--- config.mk ---
export PLATFORM = sky130hd
export DESIGN_NAME = round_robin_ring_list_unit
export DESIGN_NICKNAME = d
export VERILOG_FILES = /design/src/rrrl_pkg.sv /design/src/rrrl_ram.sv /design/src/round_robin_ring_list_unit.sv
export SDC_FILE = /design/constraint.sdc
export NUM_CORES = 1
export LEC_CHECK = 0
export BUFFER_PORTS_ARGS = -buffer_cell sky130_fd_sc_hd__buf_4
export CAP_MARGIN = 30
export CORE_ASPECT_RATIO = 1.4
export CORE_MARGIN = 5
export CORE_UTILIZATION = 45
export CTS_BUF_LIST = sky130_fd_sc_hd__clkbuf_16
export DETAILED_ROUTE_END_ITERATION = 7
export HOLD_SLACK_MARGIN = 0.15
export PLACE_DENSITY = 0.62
export SLEW_MARGIN = 40
export SYNTH_ARGS = -nofsm -noshare
export SYNTH_HDL_FRONTEND = slang
export SYNTH_SLANG_ARGS = --single-unit
--- constraint.sdc ---
create_clock -name clk_i -period 4.1 [get_ports clk_i]
set_clock_uncertainty 0.05 [all_clocks]
set_input_delay 0.41 -clock clk_i [delete_from_list [all_inputs] [get_ports clk_i]]
set_output_delay 0.41 -clock clk_i [all_outputs]
set_load 0.05 [all_outputs]
--- src/rrrl_pkg.sv ---
`default_nettype none

package rrrl_pkg;

  localparam int unsigned RingCapacity = 16;

  localparam int unsigned IdW    = 16;
  localparam int unsigned TotalW = 5;

  typedef enum logic [1:0] {
    OpAdd    = 2'd0,
    OpRemove = 2'd1,
    OpRotate = 2'd2,
    OpQuery  = 2'd3
  } op_e;

  typedef enum logic [1:0] {
    StOk       = 2'd0,
    StEmpty    = 2'd1,
    StNotFound = 2'd2,
    StFull     = 2'd3
  } status_e;

endpackage

`default_nettype wire

--- src/rrrl_ram.sv ---
`default_nettype none

module rrrl_ram #(
  parameter int unsigned Width = 16,
  parameter int unsigned Depth = 16
) (
  input  wire logic                     clk_i,
  input  wire logic                     we_i,
  input  wire logic [$clog2(Depth)-1:0] waddr_i,
  input  wire logic [Width-1:0]         wdata_i,
  input  wire logic [$clog2(Depth)-1:0] raddr_i,
  output logic      [Width-1:0]         rdata_o
);

  logic [Width-1:0] mem_q [Depth];

  always_ff @(posedge clk_i) begin
    if (we_i) begin
      mem_q[waddr_i] <= wdata_i;
    end
    rdata_o <= mem_q[raddr_i];
  end

endmodule

`default_nettype wire

--- src/round_robin_ring_list_unit.sv ---
`default_nettype none

// Round-robin ring of member ids kept as a circular singly linked list in two
// single-port-write RAMs (id store and link store), with head, tail, count,
// free map and id counter in flip-flops. One command at a time: start is
// taken while busy is low, and the result appears on the result ports for
// exactly one cycle with done high; it is not held, so the receiver must
// take it then. Query and error answers go from the start transfer straight
// to the done cycle; rotate, add and remove end with a head read. Add first
// scans for a free slot (one slot per cycle, lowest first) and links it;
// remove walks from the head (one id and link read per cycle, at most the
// member count). Busy stays high through the done cycle.
module round_robin_ring_list_unit #(
  parameter int unsigned RING_CAPACITY = rrrl_pkg::RingCapacity
) (
  input  wire logic                        clk_i,
  input  wire logic                        rst_ni,
  input  wire logic                        start_i,
  output logic                             busy_o,
  input  wire logic [1:0]                  operation_i,
  input  wire logic [rrrl_pkg::IdW-1:0]    target_id_i,
  output logic                             done_o,
  output logic [1:0]                       status_o,
  output logic [rrrl_pkg::IdW-1:0]         result_id_o,
  output logic [rrrl_pkg::IdW-1:0]         on_duty_id_o,
  output logic [rrrl_pkg::TotalW-1:0]      member_total_o
);

  import rrrl_pkg::*;

  localparam int unsigned SW = $clog2(RING_CAPACITY);
  localparam int unsigned CW = $clog2(RING_CAPACITY + 1);

  typedef enum logic [6:0] {
    SIdle    = 7'b0000001,
    SAddScan = 7'b0000010,
    SAddLink = 7'b0000100,
    SRotate  = 7'b0001000,
    SRmChk   = 7'b0010000,
    SHeadRd  = 7'b0100000,
    SEmit    = 7'b1000000
  } state_e;

  state_e                 state_q, state_d;
  logic [SW-1:0]          head_q, head_d;
  logic [SW-1:0]          tail_q, tail_d;
  logic [CW-1:0]          count_q, count_d;
  logic [RING_CAPACITY-1:0] free_q, free_d;
  logic [IdW-1:0]         ctr_q, ctr_d;
  logic [SW-1:0]          scan_q, scan_d;
  logic [SW-1:0]          cur_q, cur_d;
  logic [SW-1:0]          prev_q, prev_d;
  logic [CW-1:0]          n_q, n_d;
  logic [IdW-1:0]         target_q, target_d;
  logic [IdW-1:0]         result_q, result_d;
  status_e                status_q, status_d;
  logic                   use_head_q, use_head_d;

  logic                   id_we;
  logic [IdW-1:0]         id_rdata;
  logic                   link_we;
  logic [SW-1:0]          link_waddr;
  logic [SW-1:0]          link_wdata;
  logic [SW-1:0]          link_rdata;
  logic [SW-1:0]          raddr;
  logic [CW+TotalW-1:0]   total_ext;

  rrrl_ram #(
    .Width (IdW),
    .Depth (RING_CAPACITY)
  ) u_id_ram (
    .clk_i   (clk_i),
    .we_i    (id_we),
    .waddr_i (scan_q),
    .wdata_i (ctr_q),
    .raddr_i (raddr),
    .rdata_o (id_rdata)
  );

  rrrl_ram #(
    .Width (SW),
    .Depth (RING_CAPACITY)
  ) u_link_ram (
    .clk_i   (clk_i),
    .we_i    (link_we),
    .waddr_i (link_waddr),
    .wdata_i (link_wdata),
    .raddr_i (raddr),
    .rdata_o (link_rdata)
  );

  // the walk follows the link just read, everything else reads the head
  assign raddr = (state_q == SRmChk) ? link_rdata : head_q;

  always_comb begin
    state_d    = state_q;
    head_d     = head_q;
    tail_d     = tail_q;
    count_d    = count_q;
    free_d     = free_q;
    ctr_d      = ctr_q;
    scan_d     = scan_q;
    cur_d      = cur_q;
    prev_d     = prev_q;
    n_d        = n_q;
    target_d   = target_q;
    result_d   = result_q;
    status_d   = status_q;
    use_head_d = use_head_q;
    id_we      = 1'b0;
    link_we    = 1'b0;
    link_waddr = scan_q;
    link_wdata = scan_q;

    case (state_q)
      SIdle: begin
        if (start_i) begin
          target_d   = target_id_i;
          result_d   = '0;
          status_d   = StOk;
          use_head_d = 1'b0;
          cur_d      = head_q;
          prev_d     = tail_q;
          n_d        = '0;
          scan_d     = '0;
          if (op_e'(operation_i) == OpAdd) begin
            if (count_q >= CW'(RING_CAPACITY)) begin
              status_d = StFull;
              state_d  = SEmit;
            end else begin
              state_d = SAddScan;
            end
          end else if (count_q == '0) begin
            status_d = StEmpty;
            state_d  = SEmit;
          end else begin
            case (op_e'(operation_i))
              OpRemove: state_d = SRmChk;
              OpRotate: begin
                use_head_d = 1'b1;
                state_d    = SRotate;
              end
              default: begin
                use_head_d = 1'b1;
                state_d    = SEmit;
              end
            endcase
          end
        end
      end

      SAddScan: begin
        if (free_q[scan_q]) begin
          id_we      = 1'b1;
          link_we    = 1'b1;
          link_waddr = scan_q;
          link_wdata = (count_q == '0) ? scan_q : head_q;
          state_d    = SAddLink;
        end else begin
          scan_d = scan_q + SW'(1);
        end
      end

      SAddLink: begin
        if (count_q == '0) begin
          head_d = scan_q;
        end else begin
          link_we    = 1'b1;
          link_waddr = tail_q;
          link_wdata = scan_q;
        end
        tail_d         = scan_q;
        count_d        = count_q + CW'(1);
        free_d[scan_q] = 1'b0;
        result_d       = ctr_q;
        ctr_d          = (ctr_q == '1) ? IdW'(1) : ctr_q + IdW'(1);
        state_d        = SHeadRd;
      end

      SRotate: begin
        tail_d  = head_q;
        head_d  = link_rdata;
        state_d = SHeadRd;
      end

      SRmChk: begin
        if (id_rdata == target_q) begin
          if (count_q == CW'(1)) begin
            head_d = '0;
            tail_d = '0;
          end else begin
            link_we    = 1'b1;
            link_waddr = prev_q;
            link_wdata = link_rdata;
            if (cur_q == head_q) begin
              head_d = link_rdata;
            end
            if (cur_q == tail_q) begin
              tail_d = prev_q;
            end
          end
          free_d[cur_q] = 1'b1;
          count_d       = count_q - CW'(1);
          result_d      = target_q;
          state_d       = SHeadRd;
        end else if (n_q == count_q - CW'(1)) begin
          status_d = StNotFound;
          state_d  = SHeadRd;
        end else begin
          n_d    = n_q + CW'(1);
          prev_d = cur_q;
          cur_d  = link_rdata;
        end
      end

      SHeadRd: state_d = SEmit;

      SEmit: state_d = SIdle;

      default: state_d = SIdle;
    endcase
  end

  always_ff @(posedge clk_i or negedge rst_ni) begin
    if (!rst_ni) begin
      state_q    <= SIdle;
      head_q     <= '0;
      tail_q     <= '0;
      count_q    <= '0;
      free_q     <= '1;
      ctr_q      <= IdW'(1);
      scan_q     <= '0;
      cur_q      <= '0;
      prev_q     <= '0;
      n_q        <= '0;
      status_q   <= StOk;
      use_head_q <= 1'b0;
    end else begin
      state_q    <= state_d;
      head_q     <= head_d;
      tail_q     <= tail_d;
      count_q    <= count_d;
      free_q     <= free_d;
      ctr_q      <= ctr_d;
      scan_q     <= scan_d;
      cur_q      <= cur_d;
      prev_q     <= prev_d;
      n_q        <= n_d;
      status_q   <= status_d;
      use_head_q <= use_head_d;
    end
  end

  always_ff @(posedge clk_i) begin
    target_q <= target_d;
    result_q <= result_d;
  end

  assign total_ext = {{TotalW{1'b0}}, count_q};

  assign busy_o         = (state_q != SIdle);
  assign done_o         = (state_q == SEmit);
  assign status_o       = status_q;
  assign result_id_o    = use_head_q ? id_rdata : result_q;
  assign on_duty_id_o   = (count_q != '0) ? id_rdata : '0;
  assign member_total_o = total_ext[TotalW-1:0];

endmodule

`default_nettype wire

==> summary.md <==
| Metric | Value |
|---|---|
| Clock H-tree levels | `2` |
| Post-synth top area share | `0.5541` |
| Synth warn | `0` |
| Top post-synthesis cells by area | `edfxtp_1, dfrtp_1, mux2_2, dfstp_2, nand3_1` |
| Syn Area/Cell | `13.42 um^2` |
| Met2 usage | `0.3923` |
| CP max stage delay | `780 ps` |
| Core Rows | `89` |
| Max cap viols | `0` |
| Crit-path max FO | `10` |
| Syn nets | `1457` |
| Clock sink count | `444` |
| Largest net degree at the start of global routing | `73` |
| Asr flop ratio synth | `0.1622` |
| Sequential area share after synthesis | `0.6707` |
| Post-Syn Instances | `1422` |
| DP Cell Count | `2012` |
| Share of post-route cells with drive strength above 1 | `0.2073` |
| CP Capture Type | `flip-flop` |
| Routed WL | `53.03 mm` |
| DR WL/cell | `25.20 um` |
| Dpl hpwl | `33.73 mm` |
| Mapped cell area | `0.01908 mm^2` |
| Fin. Hold Viols | `0` |
| Gr busiest metal | `met2` |
| TritonRoute pass-1 iters | `7` |
| RSZ-0062 raised after global routing | `false` |
| Peak VDD IR | `0.4520 mV` |
| Worst-Margin Slew | `936.3 ps` |
| Post-route ant nets | `0` |
| Area growth syn-to-layout | `15.70%` |
| Nets | `1562` |
| Initial antenna violation count | `2` |
| Core area | `0.04209 mm^2` |
| Post-Route Utilization | `0.5243` |
| CP max stage cell | `or4b_1` |
| Vias in the first global route | `12880` |
| Outcome | `finished, final reports clean` |
| Fmax | `262.5 MHz` |
| Post-synthesis cell type count | `69` |
| DRC Markers | `0` |
| Met1 Resource Use GR | `0.2946` |
| CTS max path bufs | `3` |
| Headroom to the max-slew limit | `0.3677` |
| Number of diodes | `0` |
| PortBufs | `61` |
| Die ar. | `0.04667 mm^2` |
| Global routing usage on met3 | `0.03279` |
| Later-pin clock latency in the skew report | `560 ps` |
| Vias per cell | `6.025` |
| Die height | `253.6 um` |
| Cells along the critical path | `or4b_1 -> o21ai_0 -> nand2_1 -> o21ai_2 -> buf_4 -> o22ai_1 -> o41ai_1` |
| CP Class | `reg2reg` |
| Post-synth top flop | `edfxtp_1` |
| Post-synth top area cell | `edfxtp_1` |
| Pwr dens | `449.3 mW/mm^2` |
| CTS tree | `yes` |
| CP startpoint kind | `flip-flop` |
| Grt ovf | `0` |
| GRT Util Overall | `0.2250` |
| Vias post-DR | `12680` |
| Gpl congestion | `0.8642` |
| Post-synth top cells | `edfxtp_1, nand2_1, nand3_1` |
| Final period util | `0.9291` |
| Leak | `7.485 nW` |
| CP Data Required Time | `4420 ps` |
| First-pass GRT wire length | `80.03 mm` |
| Post-synth EDFFs | `352` |
| Final Non-Filler Cells | `2104` |
| CTS Buf Count | `40` |
| DIE WIDTH | `184.0 um` |
| Initial core utilization | `0.4532` |
| Post-CTS Setup Inserts | `0` |
| Count leader, synth | `edfxtp_1` |
| Num ports | `62` |
| #FFs+latches synth | `444` |
| Final setup violation count | `0` |
| Arrival time worst endpoint | `4130 ps` |
| Root cell of the clock tree | `clkbuf_16` |
| Max-slew violation total from the final report | `0` |
| Min cycle time layout | `3809 ps` |
| Initial drt markers | `1001` |
| Hold WC Path Type | `in2reg` |
| Clock-pin slew on the worst setup and hold paths | `70 ps` |
==> worst max-delay path: cells and delay by family, from the launching register on <==
kind	cells	cell delay [ps]
compound gates	4	1700
buf+inv	1	360
flops	1	440
simple gates	2	1060
==> cell type report <==
cell class	count	area, um^2
repair buffers	150	1212
well taps	546	683.2
clock inverters	33	249.0
flip-flops and latches	444	12800
multi-input cells	847	5959
fillers	3539	20020
inverters	44	165.2
clock buffers	40	1001
==> per-stage QoR <==
stage | setup WS, ps | power (mW) | area, um^2 | TNS, ps | hold WS (ps)
global route | 200.5 | 10.22 | 22070 | 0 | 204.0
floorplan | 399.3 | 5.929 | 19080 | 0 | 64.41
finish | 290.7 | 9.916 | 22070 | 0 | 195.4
detailed placement | 398.5 | 6.347 | 20620 | 0 | 417.0
CTS | 363.5 | 9.975 | 22060 | 0 | 175.6
global placement | -1.072 | 6.337 | 20560 | -1.072 | 408.9
==> registers in the layout (all words and copies together) (netlist names) <==
signal / cells
status_o: 2
u_link_ram.mem_q: 64
ctr_q: 16
state_q: 7
prev_q: 4
use_head_q: 1
target_q: 16
head_q: 4
scan_q: 4
tail_q: 4
result_q: 16
cur_q: 4
u_id_ram.mem_q: 256
n_q: 5
u_link_ram.rdata_o: 4
member_total_o: 5
u_id_ram.rdata_o: 16
free_q: 16
==> final timing paths <==
kind,from,end,slack [ps],cells past startpoint
worst min-delay path,operation_i[1],state_q[3],200,3
max in group asynchronous,rst_ni,use_head_q,3090,2
worst max-delay path,state_q[2],u_id_ram.rdata_o[9],290,7
min in group asynchronous,rst_ni,status_o[1],360,2
worst max register to register,state_q[2],u_id_ram.rdata_o[9],290,7
worst min register to register,free_q[5],free_q[5],420,2
==> report_power, final <==
part | total (mW) | switching [mW] | leakage [nW] | internal, mW
sequential | 5.10 | 0.0808 | 3.75 | 5.02
combinational | 1.16 | 0.814 | 3.08 | 0.349
clock | 3.65 | 1.67 | 0.651 | 1.98
total | 9.92 | 2.57 | 7.48 | 7.35
==> per-layer routing <==
layer,up-vias,share of wire
met5,-,0.00051
met3,78,0.059
met4,4,0.027
li1,5707,-
met1,6460,0.40
met2,427,0.51
==> layout by cell type (no fill, tap or decap), types with 40 or more instances in the layout <==
master,count
dfrtp_1,49
o21ai_0,82
a21oi_1,42
buf_4,126
edfxtp_1,352
mux2_2,64
inv_1,54
nand3_1,91
clkbuf_16,40
nand2_1,105
==> cells by family (layout without fill, tap and decap cells) <==
| family | count (synthesis) | count (layout) | synth area share |
|---|---|---|---|
| compound gates | 300 | 300 | 0.1114 |
| mux | 76 | 76 | 0.04735 |
| simple gates | 407 | 407 | 0.1114 |
| buf+inv | 131 | 267 | 0.02709 |
| fa+ha+maj | 14 | 14 | 0.009182 |
| xor+xnor | 50 | 50 | 0.02296 |
| flops | 444 | 444 | 0.6707 |
==> repair_timing <==
action | in CTS | in global routing
hold buffers | 19 | 0
endpoints found under the hold margin | 73 | 0
gates resized for setup | 0 | 0
Note: power is estimated with default switching activity, not from simulation.
